[src/hdl/gavf_pkg.sv]
// Shared widths, limits and register indexes of the gated altitude/velocity filter.
// No dependencies; imported by gavf_div and gated_altitude_velocity_filter.
package gavf_pkg;

  localparam int TICK_W = 32;
  localparam int ALT_W  = 27;
  localparam int VEL_W  = 16;
  localparam int GATE_W = 20;
  localparam int CONV_W = 16;
  localparam int DT_W   = 7;
  localparam int CFG_IDX_W = 2;

  // Residuals, altitude sums and the velocity accumulator all fit in 28 signed bits.
  localparam int WIDE_W = 28;

  // Serial divider: the dividend leaves two bits per cycle, so DIV_NUM_W is even.
  localparam int DIV_NUM_W = 28;
  localparam int DIV_DEN_W = 10;

  localparam logic signed [WIDE_W-1:0] ALT_MIN  = -28'sd1000000;
  localparam logic signed [WIDE_W-1:0] ALT_MAX  = 28'sd50000000;
  localparam logic signed [WIDE_W-1:0] VEL_LIM  = 28'sd25000;
  localparam logic signed [WIDE_W-1:0] VEL_NLIM = -28'sd25000;

  localparam logic [TICK_W-1:0] DT_MAX = 32'd100;
  localparam logic [DT_W-1:0]   DT_CAP = 7'd100;
  localparam logic [DT_W-1:0]   DT_MIN = 7'd1;

  localparam logic [GATE_W-1:0]    GATE_DEFAULT = 20'd1000;
  localparam logic [DIV_DEN_W-1:0] MS_PER_S     = 10'd1000;
  localparam logic [DIV_DEN_W-1:0] PCT_DEN      = 10'd100;

  localparam logic [CFG_IDX_W-1:0] REG_BARO_GATE = 2'd0;
  localparam logic [CFG_IDX_W-1:0] REG_GPS_GATE  = 2'd1;
  localparam logic [CFG_IDX_W-1:0] REG_MIN_CONV  = 2'd2;

endpackage

[src/hdl/gated_altitude_velocity_filter.sv]
// Gated alpha-beta altitude/velocity filter, top level; uses gavf_pkg and gavf_div.
// The result beat is registered after one radix-4 divider pass for propagation and
// one more divider pass per gated update.
// Input is stalled while an item is in flight; it is taken again while a result waits.
// Reset (rst, synchronous): state zeroed, both gates pass, registers to their defaults.
module gated_altitude_velocity_filter import gavf_pkg::*; (
  input  logic                     clk,
  input  logic                     rst,
  input  logic                     cfg_write,
  input  logic [CFG_IDX_W-1:0]     cfg_index,
  input  logic [GATE_W-1:0]        cfg_data,
  input  logic                     in_valid,
  output logic                     in_stall,
  input  logic [TICK_W-1:0]        now_ms,
  input  logic                     baro_valid,
  input  logic signed [ALT_W-1:0]  baro_alt_mm,
  input  logic                     gps_valid,
  input  logic signed [ALT_W-1:0]  gps_alt_mm,
  output logic                     out_valid,
  input  logic                     out_stall,
  output logic signed [ALT_W-1:0]  altitude_mm,
  output logic signed [VEL_W-1:0]  velocity_mm_s,
  output logic                     baro_gate_pass,
  output logic                     gps_gate_pass,
  output logic                     all_gates_ok,
  output logic                     converged
);

  typedef enum logic [6:0] {
    S_IDLE      = 7'b0000001,
    S_PROP      = 7'b0000010,
    S_PROP_WAIT = 7'b0000100,
    S_RESID     = 7'b0001000,
    S_GATE      = 7'b0010000,
    S_UPD_WAIT  = 7'b0100000,
    S_FINISH    = 7'b1000000
  } state_t;

  state_t state;

  logic [GATE_W-1:0] baro_gate;
  logic [GATE_W-1:0] gps_gate;
  logic [CONV_W-1:0] min_conv;
  logic [TICK_W-1:0] conv_ms;

  logic [TICK_W-1:0]       last_tick;
  logic signed [ALT_W-1:0] altitude;
  logic signed [VEL_W-1:0] velocity;
  logic [TICK_W-1:0]       filter_time;
  logic                    baro_pass;
  logic                    gps_pass;

  logic [DT_W-1:0]          dt;
  logic                     baro_v;
  logic                     gps_v;
  logic [ALT_W-1:0]         baro_meas;
  logic [ALT_W-1:0]         gps_meas;
  logic                     use_gps;
  logic                     neg;
  logic [WIDE_W-1:0]        resid_mag;
  logic signed [WIDE_W-1:0] vel_acc;

  logic                 a_start;
  logic                 b_start;
  logic [DIV_NUM_W-1:0] a_num;
  logic [DIV_NUM_W-1:0] b_num;
  logic [DIV_DEN_W-1:0] a_den;
  logic [DIV_DEN_W-1:0] b_den;
  logic                 a_done;
  logic                 b_done;
  logic [DIV_NUM_W-1:0] a_quo;
  logic [DIV_NUM_W-1:0] b_quo;

  logic                     in_accept;
  logic                     out_free;
  logic [TICK_W-1:0]        tick_diff;
  logic [DT_W-1:0]          dt_next;
  logic [TICK_W:0]          filter_sum;
  logic [VEL_W-1:0]         vel_abs;
  logic [21:0]              prop_prod;
  logic [ALT_W-1:0]         meas;
  logic                     meas_valid;
  logic signed [WIDE_W-1:0] resid;
  logic [GATE_W-1:0]        gate;
  logic [GATE_W-1:0]        thr;
  logic                     gate_ok;
  logic [WIDE_W-1:0]        alt_mul;
  logic [WIDE_W-1:0]        vel_mul;
  logic [WIDE_W-1:0]        alt_delta;
  logic signed [WIDE_W-1:0] alt_sum;
  logic signed [ALT_W-1:0]  alt_sat;
  logic [WIDE_W-1:0]        vel_delta;
  logic signed [VEL_W-1:0]  vel_clamp;

  assign in_stall  = (state != S_IDLE);
  assign in_accept = in_valid && !in_stall;
  assign out_free  = !out_valid || !out_stall;

  always_comb begin
    tick_diff = now_ms - last_tick;
    if (tick_diff == '0) begin
      dt_next = DT_MIN;
    end else if (tick_diff > DT_MAX) begin
      dt_next = DT_CAP;
    end else begin
      dt_next = tick_diff[DT_W-1:0];
    end
  end

  assign filter_sum = {1'b0, filter_time} + {{(TICK_W + 1 - DT_W){1'b0}}, dt};

  assign vel_abs   = velocity[VEL_W-1] ? -velocity : velocity;
  assign prop_prod = vel_abs[VEL_W-2:0] * dt;

  assign meas       = use_gps ? gps_meas : baro_meas;
  assign meas_valid = use_gps ? gps_v : baro_v;
  assign resid      = {meas[ALT_W-1], meas} - {altitude[ALT_W-1], altitude};

  assign gate    = use_gps ? gps_gate : baro_gate;
  assign thr     = (gate == '0) ? GATE_DEFAULT : gate;
  assign gate_ok = (resid_mag <= {{(WIDE_W - GATE_W){1'b0}}, thr});

  // Gains by shift and add: 35 and 80 for the barometer, 10 and 20 for GPS.
  // A passing residual is below 2^20, so the products never overflow.
  assign alt_mul = use_gps ? (resid_mag << 3) + (resid_mag << 1)
                           : (resid_mag << 5) + (resid_mag << 1) + resid_mag;
  assign vel_mul = use_gps ? (resid_mag << 4) + (resid_mag << 2)
                           : (resid_mag << 6) + (resid_mag << 4);

  // Quotients are magnitudes; applying the sign afterward truncates toward zero.
  assign alt_delta = neg ? -a_quo : a_quo;
  assign vel_delta = neg ? -b_quo : b_quo;
  assign alt_sum   = {altitude[ALT_W-1], altitude} + alt_delta;

  always_comb begin
    if (alt_sum < ALT_MIN) begin
      alt_sat = ALT_MIN[ALT_W-1:0];
    end else if (alt_sum > ALT_MAX) begin
      alt_sat = ALT_MAX[ALT_W-1:0];
    end else begin
      alt_sat = alt_sum[ALT_W-1:0];
    end
  end

  always_comb begin
    if (vel_acc > VEL_LIM) begin
      vel_clamp = VEL_LIM[VEL_W-1:0];
    end else if (vel_acc < VEL_NLIM) begin
      vel_clamp = VEL_NLIM[VEL_W-1:0];
    end else begin
      vel_clamp = vel_acc[VEL_W-1:0];
    end
  end

  always_comb begin
    a_start = 1'b0;
    b_start = 1'b0;
    a_num   = {{(DIV_NUM_W - 22){1'b0}}, prop_prod};
    a_den   = MS_PER_S;
    b_num   = vel_mul;
    b_den   = {{(DIV_DEN_W - DT_W){1'b0}}, dt};
    case (state)
      S_PROP: begin
        a_start = 1'b1;
      end
      S_GATE: begin
        a_start = gate_ok;
        b_start = gate_ok;
        a_num   = alt_mul;
        a_den   = PCT_DEN;
      end
      default: begin
      end
    endcase
  end

  gavf_div u_div_alt (
    .clk   (clk),
    .rst   (rst),
    .start (a_start),
    .num   (a_num),
    .den   (a_den),
    .done  (a_done),
    .quo   (a_quo)
  );

  gavf_div u_div_vel (
    .clk   (clk),
    .rst   (rst),
    .start (b_start),
    .num   (b_num),
    .den   (b_den),
    .done  (b_done),
    .quo   (b_quo)
  );

  // 1000 * m as 1024m - 32m + 8m.
  always_ff @(posedge clk) begin
    conv_ms <= ({{(TICK_W - CONV_W){1'b0}}, min_conv} << 10)
             - ({{(TICK_W - CONV_W){1'b0}}, min_conv} << 5)
             + ({{(TICK_W - CONV_W){1'b0}}, min_conv} << 3);
  end

  always_ff @(posedge clk) begin
    if (rst) begin
      baro_gate <= GATE_DEFAULT;
      gps_gate  <= GATE_DEFAULT;
      min_conv  <= 16'd10;
    end else if (cfg_write) begin
      case (cfg_index)
        REG_BARO_GATE: baro_gate <= cfg_data;
        REG_GPS_GATE:  gps_gate  <= cfg_data;
        REG_MIN_CONV:  min_conv  <= cfg_data[CONV_W-1:0];
        default: begin
        end
      endcase
    end
  end

  always_ff @(posedge clk) begin
    if (rst) begin
      state       <= S_IDLE;
      last_tick   <= '0;
      altitude    <= '0;
      velocity    <= '0;
      filter_time <= '0;
      baro_pass   <= 1'b1;
      gps_pass    <= 1'b1;
    end else begin
      case (state)
        S_IDLE: begin
          if (in_accept) begin
            last_tick <= now_ms;
            state     <= S_PROP;
          end
        end
        S_PROP: begin
          filter_time <= filter_sum[TICK_W] ? '1 : filter_sum[TICK_W-1:0];
          state       <= S_PROP_WAIT;
        end
        S_PROP_WAIT: begin
          if (a_done) begin
            altitude <= alt_sat;
            state    <= S_RESID;
          end
        end
        S_RESID: begin
          if (meas_valid) begin
            state <= S_GATE;
          end else if (use_gps) begin
            state <= S_FINISH;
          end else begin
            state <= S_RESID;
          end
        end
        S_GATE: begin
          if (use_gps) begin
            gps_pass <= gate_ok;
          end else begin
            baro_pass <= gate_ok;
          end
          if (gate_ok) begin
            state <= S_UPD_WAIT;
          end else if (use_gps) begin
            state <= S_FINISH;
          end else begin
            state <= S_RESID;
          end
        end
        S_UPD_WAIT: begin
          if (a_done && b_done) begin
            altitude <= alt_sat;
            state    <= use_gps ? S_FINISH : S_RESID;
          end
        end
        S_FINISH: begin
          velocity <= vel_clamp;
          if (out_free) begin
            state <= S_IDLE;
          end
        end
        default: begin
          state <= S_IDLE;
        end
      endcase
    end
  end

  // Working registers of the item in flight.
  always_ff @(posedge clk) begin
    case (state)
      S_IDLE: begin
        if (in_accept) begin
          dt        <= dt_next;
          baro_v    <= baro_valid;
          gps_v     <= gps_valid;
          baro_meas <= baro_alt_mm;
          gps_meas  <= gps_alt_mm;
          use_gps   <= 1'b0;
        end
      end
      S_PROP: begin
        neg     <= velocity[VEL_W-1];
        vel_acc <= {{(WIDE_W - VEL_W){velocity[VEL_W-1]}}, velocity};
      end
      S_RESID: begin
        neg       <= resid[WIDE_W-1];
        resid_mag <= resid[WIDE_W-1] ? -resid : resid;
        if (!meas_valid) begin
          use_gps <= 1'b1;
        end
      end
      S_GATE: begin
        if (!gate_ok) begin
          use_gps <= 1'b1;
        end
      end
      S_UPD_WAIT: begin
        if (a_done && b_done) begin
          vel_acc <= vel_acc + vel_delta;
          use_gps <= 1'b1;
        end
      end
      default: begin
      end
    endcase
  end

  always_ff @(posedge clk) begin
    if (rst) begin
      out_valid <= 1'b0;
    end else if (state == S_FINISH && out_free) begin
      out_valid <= 1'b1;
    end else if (!out_stall) begin
      out_valid <= 1'b0;
    end
  end

  always_ff @(posedge clk) begin
    if (state == S_FINISH && out_free) begin
      altitude_mm    <= altitude;
      velocity_mm_s  <= vel_clamp;
      baro_gate_pass <= baro_pass;
      gps_gate_pass  <= gps_pass;
      all_gates_ok   <= baro_pass && gps_pass;
      converged      <= (filter_time >= conv_ms);
    end
  end

endmodule

[src/hdl/gavf_div.sv]
// Radix-4 restoring divider, unsigned, two quotient bits per cycle.
// Depends on gavf_pkg for the dividend and divisor widths.
module gavf_div import gavf_pkg::*; (
  input  logic                 clk,
  input  logic                 rst,
  input  logic                 start,
  input  logic [DIV_NUM_W-1:0] num,
  input  logic [DIV_DEN_W-1:0] den,
  output logic                 done,
  output logic [DIV_NUM_W-1:0] quo
);

  localparam int STEPS = DIV_NUM_W / 2;
  localparam int CNT_W = $clog2(STEPS + 1);

  logic [DIV_NUM_W-1:0] q;
  logic [DIV_DEN_W-1:0] rem;
  logic [DIV_DEN_W-1:0] d;
  logic [DIV_DEN_W+1:0] d3;
  logic [CNT_W-1:0]     cnt;

  logic [DIV_DEN_W+1:0] rem4;
  logic [DIV_DEN_W+1:0] d1x;
  logic [DIV_DEN_W+1:0] d2x;
  logic [DIV_DEN_W+1:0] sub;
  logic [DIV_DEN_W+1:0] diff;
  logic [1:0]           digit;

  // The partial remainder stays below d, so the shifted-in window is below 4d.
  always_comb begin
    rem4 = {rem, q[DIV_NUM_W-1 -: 2]};
    d1x  = {2'b00, d};
    d2x  = {1'b0, d, 1'b0};
    if (rem4 >= d3) begin
      digit = 2'd3;
      sub   = d3;
    end else if (rem4 >= d2x) begin
      digit = 2'd2;
      sub   = d2x;
    end else if (rem4 >= d1x) begin
      digit = 2'd1;
      sub   = d1x;
    end else begin
      digit = 2'd0;
      sub   = '0;
    end
    diff = rem4 - sub;
  end

  always_ff @(posedge clk) begin
    if (rst) begin
      cnt  <= '0;
      done <= 1'b0;
    end else begin
      done <= 1'b0;
      if (start) begin
        cnt <= CNT_W'(STEPS);
      end else if (cnt != '0) begin
        cnt <= cnt - CNT_W'(1);
        if (cnt == CNT_W'(1)) begin
          done <= 1'b1;
        end
      end
    end
  end

  always_ff @(posedge clk) begin
    if (start) begin
      q   <= num;
      rem <= '0;
      d   <= den;
      d3  <= {2'b00, den} + {1'b0, den, 1'b0};
    end else if (cnt != '0) begin
      q   <= {q[DIV_NUM_W-3:0], digit};
      rem <= diff[DIV_DEN_W-1:0];
    end
  end

  assign quo = q;

endmodule
[config.mk]
export PLATFORM = sky130hd
export DESIGN_NAME = gated_altitude_velocity_filter
export DESIGN_NICKNAME = d
export VERILOG_FILES = /design/src/hdl/gavf_pkg.sv /design/src/hdl/gated_altitude_velocity_filter.sv /design/src/hdl/gavf_div.sv
export SDC_FILE = /design/constraint.sdc
export NUM_CORES = 2
export LEC_CHECK = 0
export BUFFER_PORTS_ARGS = -buffer_cell sky130_fd_sc_hd__buf_4
export CORE_MARGIN = 3
export CORE_UTILIZATION = 50
export CTS_BUF_LIST = sky130_fd_sc_hd__clkbuf_8
export DETAILED_ROUTE_END_ITERATION = 8
export PLACE_DENSITY = 0.76
export RECOVER_POWER = 25
export SYNTH_ARGS = -nofsm -noshare
export SYNTH_HDL_FRONTEND = slang
export SYNTH_SLANG_ARGS = --single-unit
[constraint.sdc]
create_clock -name clk -period 8.1 [get_ports clk]
set_input_delay 1.62 -clock clk [delete_from_list [all_inputs] [get_ports clk]]
set_output_delay 1.62 -clock clk [all_outputs]
set_load 0.005 [all_outputs]
Word level (Yosys, flattened, before mapping)
Index checks and enable logic that the tools add are counted.
Word-level totals
  word-level logic and storage cells: 198
  latch bits: 0
  memories kept: 0
  register bits: 493
  RAM bits: 0
  bits of input ports: 115
  memory bits (read-only): 0
  output and inout port bits: 49
Cells by class
  multipliers: 1
  multiplexer cells: 63
  shift-type cells: 0
  bitwise operators: 3
  $lt $le $gt $ge: 13
  add/sub/neg operators: 22
  reductions and logical operators: 34
  eq/ne operators: 19
  divide/modulo/power cells: 0
Operator list (number)
  $mux 28: 10
  $add 28x28->28: 7
  $mux 27: 6
  $neg 28->28: 3
  $mux 7: 9
  $pmux 28 s2: 1
  $pmux 27 s2: 1
  $pmux 7 s7: 1
  $mux 10: 4
  $mux 20: 2
  $add 32x7->33: 1
  $ge 32x32->1: 1
  $gt 32x7->1 const B: 1
  $logic_not 32->1: 1
  $mux 16: 2
  $mux 32: 1
  $sub 32x32->32: 1
  $add 27x20->28: 1
  $gt 28x16->1 const B: 1
  $gt 28x27->1 const B: 1
  $le 28x20->1: 1
  $lt 28x16->1 const B: 1
  $lt 28x21->1 const B: 1
  $sub 27x27->28: 1
  48 further kinds: 96

Depth between registers and ports, before layout
  depth after elaboration: 8
  depth in mapped cells: 26
  gate-level depth less buffers: 25

Hierarchy
From an unflattened synthesis, not the netlist that was laid out.
Unflattened totals
  cells, all modules: 4317
  area, all modules: 38917.3 µm²
Modules (own cells, without submodules)
  gated_altitude_velocity_filter: cells an instance 3585, area an instance 30768.3 µm², times used 1, seq. area each 9008.6 µm²
  gavf_div (u_div_alt): cells an instance 366, area an instance 4080.2 µm², times used 1, seq. area each 1771.7 µm²
  gavf_div (u_div_vel): cells an instance 366, area an instance 4068.9 µm², times used 1, seq. area each 1771.7 µm²

Worst setup path after synthesis
OpenSTA, ideal clock, no wires.
  kind: register -> register
  start: register velocity[0]
  end: register u_div_alt.q[21] (netlist: u_div_alt.quo[21]), data pin
  data arrival time: 6013 ps
  path buffers: 0
  period minus slack after synthesis: 6271 ps
  required time: 7842 ps
  library setup time: 258 ps
  slack: 1829 ps
  stages on the path, launching flop included: 25
  cell sequence: dfxtp_1 inv_1 nand2_1 or4_1 or2_2 o41ai_1 xor2_1 nor2_1 fa_1 fa_1 fa_1 inv_1 fa_1 inv_1 ha_1 and2_1 o21ai_0 o31ai_1 o211ai_1 a21boi_0 o21ai_0 nand2b_1 a31o_2 xnor2_1 o221a_2
On the way
  longest elaborated chain between the ends: 5
Ends and longest elaborated chain
  from (decl): line gated_altitude_velocity_filter.sv:48  | logic signed [VEL_W-1:0] velocity;
  from (signal assigned): line gated_altitude_velocity_filter.sv:277  | velocity <= vel_clamp;
  $neg 15->15: line gated_altitude_velocity_filter.sv:112  | assign vel_abs = velocity[VEL_W-1] ? -velocity : velocity;
  $mux 15 (*): line gated_altitude_velocity_filter.sv:112
  $mul 15x7->22 (*): line gated_altitude_velocity_filter.sv:113  | assign prop_prod = vel_abs[VEL_W-2:0] * dt;
  $mux 28 (*): line gated_altitude_velocity_filter.sv:162  | case (state)
  $mux 28 (*): line gavf_div.sv:68  | if (start) begin
  to (signal assigned): line gavf_div.sv:69  | q <= num;
  to (signal assigned): line gavf_div.sv:74  | q <= {q[DIV_NUM_W-3:0], digit};
  to (decl): line gavf_div.sv:16  | logic [DIV_NUM_W-1:0] q;
Mark *: on every way between the ends. The rest lies on a longest branch, timed or not.
A chain may end at the register's enable or synchronous reset.

Final worst setup path
  start: register velocity[0]
  end: register u_div_alt.q[20] (netlist: u_div_alt.quo[20]), data pin
Same word-level chain as after synthesis.

==> metrics.md <==
| Metric | Value |
|---|---|
| Ratio of cells with drive above 1 in the final layout | `9.393%` |
| Final Max Tran Viols | `238` |
| FP Rows | `97` |
| Utilization after layout | `56.32%` |
| Post-CTS Setup Inserts | `0` |
| Crit-path most repeated cell | `fa_1` |
| CP Launch Type | `register` |
| Failing checks | `max-capacitance violations, max-slew violations` |
| Die Span Y | `274.5 um` |
| RSZ-0062 raised after global routing | `false` |
| DPL Wire Length | `71.53 mm` |
| PostCTS Resize Cnt | `0` |
| Final WS setup | `1073 ps` |
| Clock root cell | `clkbuf_8` |
| Fillers | `6,382` |
| Crit. End Element | `register` |
| Cells after synthesis | `4,055` |
| Post-synth EDFFs | `241` |
| Post-synth cell types | `90` |
| Fraction of registers with async set/reset | `0%` |
| Hold Crit Class | `reg2reg` |
| Crit Path Category | `reg2reg` |
| Critical path arrival | `7400 ps` |
| I/O pins | `164` |
| Layout area overhead | `10.57%` |
| Crit-path max FO | `7` |
| Clock Skew | `35.37 ps` |
| Routed WL | `93.40 mm` |
| FF+latch count, synth | `469` |
| Placeable core region | `0.07076 mm2` |
| Vias in the first global route | `29,020` |
| Initial drt markers | `2,605` |
| Worst path cell trace | `inv_1, nand2_1, or4_1, or2_2, o41ai_1, xor2_1, nor2_1, fa_1, fa_1, fa_1, inv_1, fa_1, inv_1, ha_1, and2_1, o21ai_0, o311ai_0, a41oi_1, o21ai_0, a21o_1, a21oi_1, xor2_1, o21ai_0` |
| Largest delay share family, worst path | `adder cells` |
| Chip Width | `274.5 um` |
| Max Cap Viol | `5` |
| Vias | `30,600` |
| Syn_area_per_cell | `8.888 um2` |
| Drt pass-1 iters | `6` |
| Final setup violation count | `0` |
| GRT Residual Overflow | `0` |
| Final nets | `4,760` |
| Leakage | `16.81 nW` |
| Wire length per cell | `17.92 um` |
| Synth warn | `0` |
| Crit path buffers/inverters | `3` |
| Slew HR | `-91.71%` |
| CTS Sinks | `469` |
| CTS max path bufs | `3` |
| Min cycle time layout | `7027 ps` |
| Setup TNS | `0 ps` |
| Most used flip-flop cell after synthesis | `edfxtp_1` |
| I/O Buffers | `163` |
| Critical Path RT | `8470 ps` |
| Overall power | `9.390 mW` |
| Status | `finished, violations left` |
| P per Cell Area | `235.6 mW/mm2` |
| Num CTS Buffers | `84` |
| Crit-path max cell delay | `540 ps` |
| Final Hold Vio Count | `0` |
| Worst skew pair latency | `700 ps` |
| Hold_buf cts | `0` |
| Net Count, Synth | `4,613` |
| Initial antenna violation count | `4` |
| Pre-CTS WS | `1192 ps` |
| Post-DR vias/cell | `5.872` |
| Fmax | `142.3 MHz` |
| Post-route clock period utilization | `86.75%` |
| DIE AREA | `0.07534 mm2` |
| Worst IR drop on VDD | `0.2184 mV` |
| Final antenna-violating net count | `0` |
| Initial core utilization | `50.93%` |
| All-layer global routing usage | `24.55%` |
| Worst-margin pin slew | `2876 ps` |
| CTS clk-pin slew, worst paths | `60 ps` |
| Largest net degree at the start of global routing | `79` |
| Placer Congestion | `0.9565` |
| Slowest CP cell | `xor2_1` |
| First-pass GRT wire length | `149.9 mm` |
| Sequential share of the synthesized area | `32.75%` |
| # DRC | `0` |
| H-tree depth | `3` |
| Mapped Area | `0.03604 mm2` |
| Commonest non-fill, non-tap cells in the layout | `477 x nand2_1, 346 x ha_1, 333 x a21oi_1` |
| Most common cell after layout, fill and taps aside | `nand2_1` |
| CTS tree | `built` |
-- synth_stat cells, types with 39 or more instances --
cell / number / share of area (%)
fa_1: 97 / 5.4
nand2b_1: 63 / 1.1
dfxtp_1: 228 / 13
nor2b_1: 76 / 1.3
nand3_1: 78 / 1.1
nor2_1: 281 / 2.9
ha_1: 346 / 12
a21o_1: 113 / 2.4
a21oi_1: 333 / 4.6
nor3_1: 69 / 0.96
xnor2_1: 198 / 4.8
edfxtp_1: 241 / 20
inv_1: 277 / 2.9
clkbuf_1: 113 / 1.2
and2_1: 39 / 0.68
o21ai_0: 223 / 3.1
xor2_1: 110 / 2.7
nand2_1: 477 / 5.0
-- through the flow --
stage	hold WS [ps]	cell area (um2)	cells
floorplan	379.6	36040	4055
global placement	418.7	38190	5056
detailed placement	419.3	38190	5056
CTS	427.5	39900	5209
global route	450.4	39850	5211
finish	425.4	39850	5211
-- registers in the layout (all words and copies together) (netlist names), 25 cells and up --
name,flops
last_tick,32
u_div_alt.quo,28
conv_ms,25
u_div_vel.quo,28
vel_acc,28
filter_time,32
baro_meas,27
gps_meas,27
altitude,27
altitude_mm,27
resid_mag,28
-- report_power, final --
| group | switching, mW | internal [mW] |
|---|---|---|
| registers | 0.305 | 2.96 |
| logic | 2.24 | 1.61 |
| clock network | 1.06 | 1.22 |
| total | 3.60 | 5.79 |
-- final cells by class --
class | instances | area [um2] | area share, %
Multi-Input combinational cell | 3178 | 22730 | 57.03
Tap cell | 940 | 1176 | 2.951
Sequential cell | 469 | 11800 | 29.61
Timing Repair Buffer | 189 | 1385 | 3.476
Antenna cell | 2 | 5.005 | 0.01256
Inverter | 280 | 1054 | 2.644
Clock buffer | 89 | 1225 | 3.074
Clock inverter | 64 | 478.0 | 1.199
-- path summary, 6_finish.rpt --
| path | slack [ps] | end | start | cells after the start |
|---|---|---|---|---|
| min reg2reg | 430 | conv_ms[4] | min_conv[1] | 0 |
| min | 430 | conv_ms[4] | min_conv[1] | 0 |
| max reg2reg | 1070 | u_div_alt.quo[20] | velocity[0] | 23 |
| max | 1070 | u_div_alt.quo[20] | velocity[0] | 23 |
-- metal layers --
metal / up-vias / share of wire [%] / track usage, % / wire length, um
li1: 14810 / - / - / -
met1: 14460 / 43 / 33.19 / 40560
met2: 1134 / 45 / 38.42 / 41660
met3: 197 / 8.5 / 5.697 / 7939
met4: 2 / 3.5 / 8.801 / 3226
met5: - / 0.013 / 0 / 12
-- worst register-to-register path: cells and delay by family, from the launching register on --
| kind | cells | cell delay (ps) |
|---|---|---|
| xor+xnor | 2 | 690 |
| fa+ha+maj | 5 | 2370 |
| flops | 1 | 360 |
| buf+inv | 3 | 270 |
| simple gates | 5 | 1180 |
| compound gates | 8 | 1860 |
-- cell families (layout without fill, tap and decap cells) --
kind of cell | count (synthesis) | in the layout | share of synthesized area (%)
AOI/OAI and AO/OA | 1039 | 1039 | 18.51
xor gates and xnor gates | 308 | 308 | 7.485
adders and majority gates | 443 | 443 | 17.40
buffers and inverters | 408 | 622 | 4.274
DFF | 469 | 469 | 32.75
muxes | 67 | 67 | 1.979
other | 0 | 2 | 0
and+or+nand+nor | 1321 | 1321 | 17.61
Note: power is estimated with default switching activity, not from simulation.
